<file path="src/rtl/shs_pkg.sv">
// ----------------------------------------------------------------------------
// shs_pkg: shared types and constants of the streaming SHA-256 hasher
// Holds the block and digest word types, the buffer command interface, the
// compression control and status groups, the round constants and the
// initial hash value.
// ----------------------------------------------------------------------------
package shs_pkg;

    // Sixteen 32-bit message words; index 0 holds the first word of the block.
    typedef logic [15:0][31:0] shs_block_t;

    // Eight 32-bit words; index 0 is H0 (or working variable a).
    typedef logic [7:0][31:0] shs_words8_t;

    // Commands to the block buffer.
    typedef enum logic [1:0] {
        BUF_NONE   = 2'd0,
        BUF_ABSORB = 2'd1,
        BUF_PAD    = 2'd2,
        BUF_LEN    = 2'd3
    } shs_buf_op_t;

    typedef struct packed {
        shs_buf_op_t op;
        logic [5:0]  pos;
        logic [2:0]  nbytes;
        logic [31:0] word;
    } shs_buf_cmd_t;

    // Control and status between the sequencer and the compression unit.
    typedef struct packed {
        logic start;
        logic reinit;
    } shs_cmp_ctl_t;

    typedef struct packed {
        logic busy;
        logic done;
    } shs_cmp_stat_t;

    localparam logic [7:0] PAD_BYTE   = 8'h80;
    localparam logic [5:0] LENGTH_POS = 6'd56;

    // Initial hash value, listed from H7 down to H0.
    localparam shs_words8_t INIT_H = {
        32'h5be0cd19, 32'h1f83d9ab, 32'h9b05688c, 32'h510e527f,
        32'ha54ff53a, 32'h3c6ef372, 32'hbb67ae85, 32'h6a09e667
    };

    localparam logic [31:0] ROUND_K [64] = '{
        32'h428a2f98, 32'h71374491, 32'hb5c0fbcf, 32'he9b5dba5,
        32'h3956c25b, 32'h59f111f1, 32'h923f82a4, 32'hab1c5ed5,
        32'hd807aa98, 32'h12835b01, 32'h243185be, 32'h550c7dc3,
        32'h72be5d74, 32'h80deb1fe, 32'h9bdc06a7, 32'hc19bf174,
        32'he49b69c1, 32'hefbe4786, 32'h0fc19dc6, 32'h240ca1cc,
        32'h2de92c6f, 32'h4a7484aa, 32'h5cb0a9dc, 32'h76f988da,
        32'h983e5152, 32'ha831c66d, 32'hb00327c8, 32'hbf597fc7,
        32'hc6e00bf3, 32'hd5a79147, 32'h06ca6351, 32'h14292967,
        32'h27b70a85, 32'h2e1b2138, 32'h4d2c6dfc, 32'h53380d13,
        32'h650a7354, 32'h766a0abb, 32'h81c2c92e, 32'h92722c85,
        32'ha2bfe8a1, 32'ha81a664b, 32'hc24b8b70, 32'hc76c51a3,
        32'hd192e819, 32'hd6990624, 32'hf40e3585, 32'h106aa070,
        32'h19a4c116, 32'h1e376c08, 32'h2748774c, 32'h34b0bcb5,
        32'h391c0cb3, 32'h4ed8aa4a, 32'h5b9cca4f, 32'h682e6ff3,
        32'h748f82ee, 32'h78a5636f, 32'h84c87814, 32'h8cc70208,
        32'h90befffa, 32'ha4506ceb, 32'hbef9a3f7, 32'hc67178f2
    };

endpackage

</file>
<file path="src/rtl/sha256_stream_hasher.sv">
// ----------------------------------------------------------------------------
// sha256_stream_hasher: streaming SHA-256 hasher
// Takes big-endian message words with a valid byte count, pads the final
// block and streams out the eight digest words.
// ----------------------------------------------------------------------------
// A word is packed into the block buffer in the cycle after it is taken, and
// no new word is taken until that is done. Each time the block fills, the
// single round unit runs a start step, 64 rounds and a chaining add, and no
// new word is taken meanwhile; any leftover bytes are then placed in the new
// block. The final word adds one or two padded blocks, each after its padding
// write, and then 8 output items, H0 first, with tlast on the eighth; s_tready
// stays low from the accepted word until its work, including the digest
// output, is finished.
module sha256_stream_hasher (
    input  logic        aclk,
    input  logic        aresetn,
    input  logic        s_tvalid,
    output logic        s_tready,
    input  logic [39:0] s_tdata,   // [31:0] message_word, [34:32] valid_bytes, [39:35] zero
    input  logic        s_tlast,   // final_word
    output logic        m_tvalid,
    input  logic        m_tready,
    output logic [31:0] m_tdata,   // [31:0] digest_word
    output logic        m_tlast    // last_digest_word
);

    typedef enum logic [6:0] {
        ST_IDLE   = 7'b0000001,
        ST_ABSORB = 7'b0000010,
        ST_KICK   = 7'b0000100,
        ST_COMP   = 7'b0001000,
        ST_PAD    = 7'b0010000,
        ST_PAD2   = 7'b0100000,
        ST_OUT    = 7'b1000000
    } state_t;

    state_t      state_reg, state_next;
    state_t      after_reg, after_next;
    logic [5:0]  pos_reg, pos_next;
    logic [63:0] len_reg, len_next;
    logic [2:0]  idx_reg, idx_next;
    logic [31:0] word_reg, word_next;
    logic [2:0]  cnt_reg, cnt_next;
    logic        fin_reg, fin_next;

    logic                   in_accept;
    logic [2:0]             in_count;
    logic [6:0]             room;
    logic [2:0]             take;
    logic [6:0]             fill;
    shs_pkg::shs_buf_cmd_t  buf_cmd;
    shs_pkg::shs_cmp_ctl_t  cmp_ctl;
    shs_pkg::shs_cmp_stat_t cmp_stat;
    shs_pkg::shs_block_t    blk;
    shs_pkg::shs_words8_t   chain;

    assign s_tready  = (state_reg == ST_IDLE);
    assign in_accept = s_tvalid && s_tready;

    // Counts above four mean a full word.
    assign in_count = (s_tdata[34:32] > 3'd4) ? 3'd4 : s_tdata[34:32];

    // Bytes of the held word that fit before the block is full.
    assign room = 7'd64 - {1'b0, pos_reg};
    assign take = ({4'b0000, cnt_reg} <= room) ? cnt_reg : room[2:0];
    assign fill = {1'b0, pos_reg} + {4'b0000, take};

    // Main sequencer.
    always_comb begin
        state_next     = state_reg;
        after_next     = after_reg;
        pos_next       = pos_reg;
        len_next       = len_reg;
        idx_next       = idx_reg;
        word_next      = word_reg;
        cnt_next       = cnt_reg;
        fin_next       = fin_reg;
        buf_cmd.op     = shs_pkg::BUF_NONE;
        buf_cmd.pos    = pos_reg;
        buf_cmd.nbytes = take;
        buf_cmd.word   = word_reg;
        cmp_ctl.start  = 1'b0;
        cmp_ctl.reinit = 1'b0;
        unique case (state_reg)
            ST_IDLE: begin
                if (in_accept) begin
                    word_next  = s_tdata[31:0];
                    cnt_next   = in_count;
                    fin_next   = s_tlast;
                    len_next   = len_reg + {58'd0, in_count, 3'b000};
                    state_next = ST_ABSORB;
                end
            end
            ST_ABSORB: begin
                buf_cmd.op = shs_pkg::BUF_ABSORB;
                pos_next   = fill[5:0];
                word_next  = word_reg << {take, 3'b000};
                cnt_next   = cnt_reg - take;
                if (fill[6]) begin
                    // Block is full: compress, then place any leftover bytes.
                    after_next = ST_ABSORB;
                    state_next = ST_KICK;
                end else if (fin_reg) begin
                    state_next = ST_PAD;
                end else begin
                    state_next = ST_IDLE;
                end
            end
            ST_KICK: begin
                cmp_ctl.start = 1'b1;
                state_next    = ST_COMP;
            end
            ST_COMP: begin
                if (cmp_stat.done) begin
                    state_next = after_reg;
                end
            end
            ST_PAD: begin
                buf_cmd.op = shs_pkg::BUF_PAD;
                pos_next   = '0;
                after_next = (pos_reg < shs_pkg::LENGTH_POS) ? ST_OUT : ST_PAD2;
                state_next = ST_KICK;
            end
            ST_PAD2: begin
                buf_cmd.op = shs_pkg::BUF_LEN;
                after_next = ST_OUT;
                state_next = ST_KICK;
            end
            ST_OUT: begin
                if (m_tready) begin
                    idx_next = idx_reg + 3'd1;
                    if (idx_reg == 3'd7) begin
                        cmp_ctl.reinit = 1'b1;
                        len_next       = '0;
                        state_next     = ST_IDLE;
                    end
                end
            end
            default: begin
                state_next = ST_IDLE;
            end
        endcase
    end

    always_ff @(posedge aclk) begin
        if (!aresetn) begin
            state_reg <= ST_IDLE;
            after_reg <= ST_IDLE;
            pos_reg   <= '0;
            len_reg   <= '0;
            idx_reg   <= '0;
        end else begin
            state_reg <= state_next;
            after_reg <= after_next;
            pos_reg   <= pos_next;
            len_reg   <= len_next;
            idx_reg   <= idx_next;
        end
    end

    // Held input item.
    always_ff @(posedge aclk) begin
        word_reg <= word_next;
        cnt_reg  <= cnt_next;
        fin_reg  <= fin_next;
    end

    shs_block_buf u_buf (
        .aclk   (aclk),
        .cmd    (buf_cmd),
        .length (len_reg),
        .blk    (blk)
    );

    shs_compress u_cmp (
        .aclk    (aclk),
        .aresetn (aresetn),
        .ctl     (cmp_ctl),
        .blk     (blk),
        .stat    (cmp_stat),
        .chain   (chain)
    );

    // Digest output straight from the chaining registers.
    assign m_tvalid = (state_reg == ST_OUT);
    assign m_tdata  = chain[idx_reg];
    assign m_tlast  = (idx_reg == 3'd7);

    // Input and output are never open at the same time.
    assert property (@(posedge aclk) disable iff (!aresetn)
        !(s_tready && m_tvalid))
        else $error("input ready while digest output is pending");

    // A compression is only started while the round unit is free.
    assert property (@(posedge aclk) disable iff (!aresetn)
        (state_reg == ST_KICK) |-> !cmp_stat.busy)
        else $error("compression started while round unit busy");

    // The round unit finishes only while the sequencer waits for it.
    assert property (@(posedge aclk) disable iff (!aresetn)
        cmp_stat.done |-> (state_reg == ST_COMP))
        else $error("compression finished outside wait state");

    // After the last digest item the block takes input again.
    assert property (@(posedge aclk) disable iff (!aresetn)
        (m_tvalid && m_tready && m_tlast) |=> s_tready)
        else $error("block not ready after digest output");

endmodule

</file>
<file path="src/rtl/shs_block_buf.sv">
// ----------------------------------------------------------------------------
// shs_block_buf: 64-byte message block buffer
// Writes message bytes at any byte position, applies the padding byte and
// zero fill, and places the 64-bit message length in the last two words.
// ----------------------------------------------------------------------------
module shs_block_buf (
    input  logic                 aclk,
    input  shs_pkg::shs_buf_cmd_t cmd,
    input  logic [63:0]          length,
    output shs_pkg::shs_block_t  blk
);

    shs_pkg::shs_block_t blk_reg;
    shs_pkg::shs_block_t blk_next;

    // Byte-wise update of the block for the current command.
    always_comb begin
        logic [6:0]  off;
        logic [31:0] shifted;
        blk_next = blk_reg;
        off      = '0;
        shifted  = '0;
        case (cmd.op)
            shs_pkg::BUF_ABSORB: begin
                for (int j = 0; j < 64; j++) begin
                    off     = 7'(j) - {1'b0, cmd.pos};
                    shifted = cmd.word << {off[1:0], 3'b000};
                    if ((7'(j) >= {1'b0, cmd.pos}) && (off < {4'b0000, cmd.nbytes})) begin
                        blk_next[j >> 2][8 * (3 - (j & 3)) +: 8] = shifted[31:24];
                    end
                end
            end
            shs_pkg::BUF_PAD: begin
                for (int j = 0; j < 64; j++) begin
                    if (6'(j) == cmd.pos) begin
                        blk_next[j >> 2][8 * (3 - (j & 3)) +: 8] = shs_pkg::PAD_BYTE;
                    end else if (6'(j) > cmd.pos) begin
                        blk_next[j >> 2][8 * (3 - (j & 3)) +: 8] = 8'h00;
                    end
                end
                // The length fits behind the padding byte in this block.
                if (cmd.pos < shs_pkg::LENGTH_POS) begin
                    blk_next[14] = length[63:32];
                    blk_next[15] = length[31:0];
                end
            end
            shs_pkg::BUF_LEN: begin
                for (int w = 0; w < 14; w++) begin
                    blk_next[w] = '0;
                end
                blk_next[14] = length[63:32];
                blk_next[15] = length[31:0];
            end
            default: begin
                blk_next = blk_reg;
            end
        endcase
    end

    // Block storage; contents are fully written before each compression.
    always_ff @(posedge aclk) begin
        blk_reg <= blk_next;
    end

    assign blk = blk_reg;

endmodule

</file>
<file path="src/rtl/shs_compress.sv">
// ----------------------------------------------------------------------------
// shs_compress: iterative SHA-256 compression unit
// One shared round datapath runs 64 rounds, one per cycle, with a 16-word
// sliding message schedule, then adds the working variables into the
// chaining value.
// ----------------------------------------------------------------------------
module shs_compress (
    input  logic                  aclk,
    input  logic                  aresetn,
    input  shs_pkg::shs_cmp_ctl_t ctl,
    input  shs_pkg::shs_block_t   blk,
    output shs_pkg::shs_cmp_stat_t stat,
    output shs_pkg::shs_words8_t  chain
);

    typedef enum logic [2:0] {
        CMP_IDLE  = 3'b001,
        CMP_ROUND = 3'b010,
        CMP_FINAL = 3'b100
    } cmp_state_t;

    cmp_state_t           state_reg, state_next;
    logic [5:0]           rnd_reg, rnd_next;
    shs_pkg::shs_words8_t chain_reg, chain_next;
    shs_pkg::shs_words8_t v_reg, v_next;
    shs_pkg::shs_block_t  w_reg, w_next;

    function automatic logic [31:0] big_sigma0(input logic [31:0] x);
        return {x[1:0], x[31:2]} ^ {x[12:0], x[31:13]} ^ {x[21:0], x[31:22]};
    endfunction

    function automatic logic [31:0] big_sigma1(input logic [31:0] x);
        return {x[5:0], x[31:6]} ^ {x[10:0], x[31:11]} ^ {x[24:0], x[31:25]};
    endfunction

    function automatic logic [31:0] small_sigma0(input logic [31:0] x);
        return {x[6:0], x[31:7]} ^ {x[17:0], x[31:18]} ^ (x >> 3);
    endfunction

    function automatic logic [31:0] small_sigma1(input logic [31:0] x);
        return {x[16:0], x[31:17]} ^ {x[18:0], x[31:19]} ^ (x >> 10);
    endfunction

    // Round datapath and sequencing.
    always_comb begin
        logic [31:0] t1;
        logic [31:0] t2;
        logic [31:0] choose;
        logic [31:0] major;
        state_next = state_reg;
        rnd_next   = rnd_reg;
        chain_next = chain_reg;
        v_next     = v_reg;
        w_next     = w_reg;
        choose = (v_reg[4] & v_reg[5]) ^ (~v_reg[4] & v_reg[6]);
        major  = (v_reg[0] & v_reg[1]) ^ (v_reg[0] & v_reg[2]) ^ (v_reg[1] & v_reg[2]);
        t1     = v_reg[7] + big_sigma1(v_reg[4]) + choose + shs_pkg::ROUND_K[rnd_reg]
                 + w_reg[0];
        t2     = big_sigma0(v_reg[0]) + major;
        unique case (state_reg)
            CMP_IDLE: begin
                if (ctl.start) begin
                    w_next     = blk;
                    v_next     = chain_reg;
                    rnd_next   = '0;
                    state_next = CMP_ROUND;
                end else if (ctl.reinit) begin
                    chain_next = shs_pkg::INIT_H;
                end
            end
            CMP_ROUND: begin
                v_next[7] = v_reg[6];
                v_next[6] = v_reg[5];
                v_next[5] = v_reg[4];
                v_next[4] = v_reg[3] + t1;
                v_next[3] = v_reg[2];
                v_next[2] = v_reg[1];
                v_next[1] = v_reg[0];
                v_next[0] = t1 + t2;
                // Slide the schedule window and form the next schedule word.
                for (int i = 0; i < 15; i++) begin
                    w_next[i] = w_reg[i + 1];
                end
                w_next[15] = small_sigma1(w_reg[14]) + w_reg[9] + small_sigma0(w_reg[1])
                             + w_reg[0];
                rnd_next = rnd_reg + 6'd1;
                if (rnd_reg == 6'd63) begin
                    state_next = CMP_FINAL;
                end
            end
            CMP_FINAL: begin
                for (int i = 0; i < 8; i++) begin
                    chain_next[i] = chain_reg[i] + v_reg[i];
                end
                state_next = CMP_IDLE;
            end
            default: begin
                state_next = CMP_IDLE;
            end
        endcase
    end

    always_ff @(posedge aclk) begin
        if (!aresetn) begin
            state_reg <= CMP_IDLE;
            rnd_reg   <= '0;
            chain_reg <= shs_pkg::INIT_H;
        end else begin
            state_reg <= state_next;
            rnd_reg   <= rnd_next;
            chain_reg <= chain_next;
        end
    end

    // Working variables and schedule window carry no reset.
    always_ff @(posedge aclk) begin
        v_reg <= v_next;
        w_reg <= w_next;
    end

    assign stat.busy = (state_reg != CMP_IDLE);
    assign stat.done = (state_reg == CMP_FINAL);
    assign chain     = chain_reg;

endmodule

</file>
<file path="config.mk">
export PLATFORM = sky130hd
export DESIGN_NAME = sha256_stream_hasher
export DESIGN_NICKNAME = d
export VERILOG_FILES = /design/src/rtl/shs_pkg.sv /design/src/rtl/sha256_stream_hasher.sv /design/src/rtl/shs_block_buf.sv /design/src/rtl/shs_compress.sv
export SDC_FILE = /design/constraint.sdc
export NUM_CORES = 2
export LEC_CHECK = 0
export BUFFER_PORTS_ARGS = -buffer_cell sky130_fd_sc_hd__buf_4
export CAP_MARGIN = 5
export CORE_ASPECT_RATIO = 1.5
export CORE_MARGIN = 10
export CORE_UTILIZATION = 53
export CTS_CLUSTER_DIAMETER = 150
export DETAILED_ROUTE_END_ITERATION = 8
export PLACE_DENSITY_LB_ADDON = 0.2
export SETUP_SLACK_MARGIN = 0.1
export SYNTH_ARGS = -nofsm -noshare
export SYNTH_HDL_FRONTEND = slang
export SYNTH_HIERARCHICAL = 1
export SYNTH_SLANG_ARGS = --single-unit
</file>
<file path="constraint.sdc">
create_clock -name aclk -period 32.5 [get_ports aclk]
set_input_delay 1.625 -clock aclk [delete_from_list [all_inputs] [get_ports aclk]]
set_output_delay 1.625 -clock aclk [all_outputs]
set_load 0.02 [all_outputs]
</file>
* Word-level counts from Yosys, hierarchy flattened
Memory sizes are Yosys's and may differ from the RTL's.
Index checks and enable logic that the tools add are counted.
Widths: inputs -> output; s select.
** Operators by class
- $add $sub $neg :: 88
- $lt $le $gt $ge :: 196
- Equality and inequality tests :: 215
- Shift operators :: 65
- Mux-type cells :: 236
- Bitwise gates (word level) :: 18
- Reductions and logical operators :: 146
** Operators by type and width (count)
- $shl 32x5->32 :: 64
- $mux 8 :: 192
- $pmux 512 s3 :: 1
- $pmux 256 s2 :: 2
- $pmux 512 s2 :: 1
- $mux 256 :: 3
- $add 32x32->32 :: 18
- $mux 512 :: 1
- $lt 7x3->1 :: 64
- $xor 32x32->32 :: 9
- $mux 64 :: 4
- $sub 6x6->7 const A :: 32
- $reduce_and 3->1 :: 65
- $eq 6x6->1 const A :: 32
- $gt 6x6->1 const A :: 32
- $ge 6x6->1 const A :: 31
- $ne 3x1->1 const B :: 56
- $and 32x32->32 :: 5
- $ne 2x1->1 const B :: 68
- $mux 32 :: 4
- $pmux 64 s2 :: 1
- $sub 5x6->7 const A :: 16
- $bmux 32 s3 :: 1
- $eq 5x6->1 const A :: 16
- other kinds (67) :: 246
** Word-level totals
- Bits in registers :: 1668
- Memory bits (read-only) :: 2048
- Output and inout port bits :: 35
- Logic and storage cells :: 1071
- Memories kept :: 1
** Memory list
- (no name shown) :: depth 64, width 32, rd ports 1, clocked after memory_dff 0, write ports 0, RTL line shs_compress.sv:57 : t1 = v_reg[7] + big_sigma1(v_reg[4]) + choose + shs_pkg::ROUND_K[rnd_reg]

* Logic depth before layout (Yosys ltp)
- Depth in word-level cells :: 8
- Gate-level depth with buffers :: 43

* Cells and area by module
The synthesis kept the hierarchy.
** By module, submodules not included
- shs_compress :: instances 1, cells each 7539, area an instance 67868.8 um^2
- shs_block_buf :: instances 1, cells each 1466, area an instance 21718.3 um^2
- sha256_stream_hasher :: instances 1, cells each 855, area an instance 8411.8 um^2

* Worst setup path before layout
No wires, ideal clock.
- Kind :: register to register
- From :: register state_reg[5] (netlist name)
- To :: register u_cmp.rnd_reg[5]
- Arrival time :: 16.925 ns
- Required time :: 31.738 ns
- Path slack :: 14.813 ns
- Cell stages (with the launch flop) :: 11
- Buffers on the path :: 2
- Period minus slack after synthesis :: 17.687 ns
- Cell sequence :: dfxtp_1 clkbuf_1 or2_2 clkbuf_1 nor4_1 nor3b_1 inv_1 nor2_1 nor2_1 inv_1 a31oi_1
** RTL lines
- end signal, assigned :: RTL line shs_compress.sv:110 : rnd_reg <= rnd_next;
- end, declared :: RTL line shs_compress.sv:23 : logic [5:0] rnd_reg, rnd_next;

==> flow_metrics.py <==
metrics = {
    "cells_and_area": {
        "final_cell_area_um2": 106000,
        "drive_above_1_share": 0.0751,
        "nets": 10416,
        "syn2layout_area_growth_pct": 8.49,
    },
    "sta": {
        "tns_ns": 0,
        "finalHoldViolCount": 0,
        "fin_ws_ns": 21.16,
        "grt_setup_unrepaired": "no",
        "finalCritPeriodShare": 0.349,
        "min_period_ns": 11.34,
        "slew_headroom": 0.0495,
        "max_freq_mhz": 88.2,
        "maxSlewViolCount": 0,
        "worst_pin_slew_ns": 1.43,
        "setup-violations-final": 0,
        "skew_ns": 0.0747,
    },
    "pwr": {
        "p_int_mw": 3.50,
        "swShare": 0.225,
        "power.total_mw": 4.51,
        "p_leak_nw": 41.2,
        "ir_drop_mv": 0.0531,
        "p_comb_frac": 0.047,
        "p_switching_mw": 1.02,
        "clkPwrFrac": 0.436,
        "powerDensity_nw_per_um2": 42.5,
        "seqPwrFrac": 0.517,
    },
    "cts": {
        "cts_sinks": 1662,
        "numCtsBuffers": 171,
        "ctsHoldBuffers": 0,
        "clk_path_buf_depth": 4,
        "cts_setup_buffers": 0,
        "post_cts_resized": 0,
        "worstSkewPairLatency_ns": 0.88,
        "cts_root_buffer": "clkbuf_16",
        "clk_pin_slew_worst_paths_ns": 0.07,
        "cts.htree.levels": 4,
        "cts_tree": "done",
    },
    "logic_synthesis": {
        "synth_edf_count": 1316,
        "yosys.area.top_type": "edfxtp_1",
        "synthTopCellsByArea": "edfxtp_1 40%, nand2_1 10%, dfxtp_1 7.1%, ha_1 5.7%, xnor2_1 4.3%",
        "syn_avg_cell_area_um2": 9.94,
        "syn_inst": 9860,
        "ys_types": 111,
        "netlist_area_um2": 98000,
        "ys_seq_area_frac": 0.474,
        "synthFlopType": "edfxtp_1",
        "synth_seq_cells": 1662,
        "synth.most_common_cell": "nand2_1",
        "async_flop_share": 0,
        "synth_top_area_share": 0.403,
        "synth_warnings": 6,
        "synth_common_cells": "2676 x nand2_1, 1316 x edfxtp_1, 540 x a21oi_1, 480 x xnor2_1, 450 x clkbuf_1",
    },
    "routing": {
        "vias": 76592,
        "viasPerCell": 6.23,
        "drtIter0Drc": 6942,
        "drt-total-wl_um": 340000,
        "firstDrtPassIters": 6,
        "wire_per_inst_um": 27.6,
        "ant_nets": 0,
        "drc": 0,
    },
    "status": {
        "status": "completed",
    },
    "place": {
        "port_buffers": 74,
        "place_area_um2": 101000,
        "gp_congestion": 1.04,
        "preCtsSetupSlack_ns": 21.38,
        "dpl.hpwl_um": 246000,
    },
    "global_route": {
        "grt_max_degree": 173,
        "grt.total_usage": 0.324,
        "antenna_found_initial": 5,
        "grt_pass1_vias": 74800,
        "grt_overflow": 0,
        "grt_pass1_wl_um": 490000,
    },
    "floorplanning": {
        "dieArea_um2": 203000,
        "dieWidth_um": 371,
        "core_um2": 184000,
        "io_pins": 80,
        "start_util": 0.533,
        "dieHeight_um": 547,
        "row_count": 193,
    },
    "worst_setup_path": {
        "reg2reg_depth": 33,
        "worst_path_largest_cell_delay_ns": 1.05,
        "path_class": "reg2reg",
        "crit_fanout": 74,
        "worstPathRequired_ns": 33.06,
        "crit_slowest_cell": "o31ai_1",
        "start_kind": "flip-flop",
        "cp.arrival_ns": 11.90,
        "cp_common_cell": "fa_1",
        "critPathCaptureType": "flip-flop",
    },
    "hold_path": {
        "hold_path_class": "reg2reg",
        "hold_depth": 2,
    },
    "flow_run": {
        "cap_violations": 0,
    },
}
through the flow:
step	hold WS [ns]	cells	utilization
floorplan	0.434	9862	-
global placement	0.456	11991	0.548
detailed placement	0.456	11991	0.548
CTS	0.458	12296	0.578
global route	0.474	12298	0.578
finish	0.460	12301	0.578
metal layers:
| layer | up-vias | track usage | wire length, um |
|---|---|---|---|
| met1 | 37424 | 0.342 | 115000 |
| met4 | 4 | 0.301 | 38300 |
| met5 | - | 0 | 31 |
| met3 | 1133 | 0.0482 | 20400 |
| li1 | 34769 | - | - |
| met2 | 3262 | 0.551 | 166000 |
worst max-delay path: cells and delay by family (launching register included):
kind	cells	cell delay [ns]
adder cells (fa/ha/maj)	6	2.90
buffers and inverters	3	0.84
flip-flops	1	0.89
AO/OA/AOI/OAI	17	5.24
XOR/XNOR	2	0.53
AND/OR/NAND/NOR	5	0.61
power groups by stage:
stage	clock network [mW]	logic [mW]	registers [mW]
after floorplan	0	0.121	2.37
after global placement	0	0.205	2.38
after detailed placement	0	0.208	2.38
after CTS	2.00	0.209	2.33
after global routing	2.07	0.227	2.33
final	1.97	0.214	2.33
final cells by class:
| cell class | instances | area [um2] |
|---|---|---|
| clock inverter | 73 | 658 |
| timing repair buffer | 239 | 1820 |
| clock buffer | 232 | 4810 |
| fill | 15827 | 77700 |
| multi-input combinational | 7406 | 48600 |
| antenna | 5 | 12.5 |
| sequential | 1662 | 46500 |
| tap | 2437 | 3050 |
| inverter | 247 | 936 |
final timing paths:
path / start / endpoint / slack [ns]
setup reg to reg: u_cmp/rnd_reg[2] / u_cmp/v_reg[28] / 21.16
setup / recovery: u_cmp/rnd_reg[2] / u_cmp/v_reg[28] / 21.16
hold / removal: u_cmp/w_reg[179] / u_cmp/w_reg[147] / 0.46
hold reg to reg: u_cmp/w_reg[179] / u_cmp/w_reg[147] / 0.46
layout by cell type (no fill, tap or decap), types with 33 or more instances in the layout:
cell type,instances
a211oi_1,60
a21o_1,235
a21oi_1,537
a22oi_1,77
a31oi_1,72
and2_1,75
and3_1,38
buf_4,236
clkbuf_1,39
clkbuf_16,178
dfxtp_1,335
edfxtp_1,1316
fa_1,198
ha_1,446
inv_1,232
mux2_2,48
mux2i_1,45
mux4_2,97
nand2_1,2674
nand2b_1,90
nand3_1,145
nand4_1,63
nor2_1,303
nor2b_1,144
nor3_1,100
o21a_1,62
o21ai_0,428
o21bai_1,45
o22ai_1,115
o31ai_1,75
or3_1,33
or4_1,41
xnor2_1,480
xor2_1,141
logic make-up (layout without fill, tap and decap cells):
group,count (synthesis),in the layout,synth area share
AOI/OAI and AO/OA,2085,2085,0.138
xor gates and xnor gates,621,621,0.0555
adders and majority gates,676,676,0.101
buffers and inverters,794,791,0.0313
DFF,1662,1662,0.474
muxes,190,190,0.0324
other,1,8,0.0000383
and+or+nand+nor,3831,3831,0.168
Note: power is estimated with default switching activity, not from simulation.
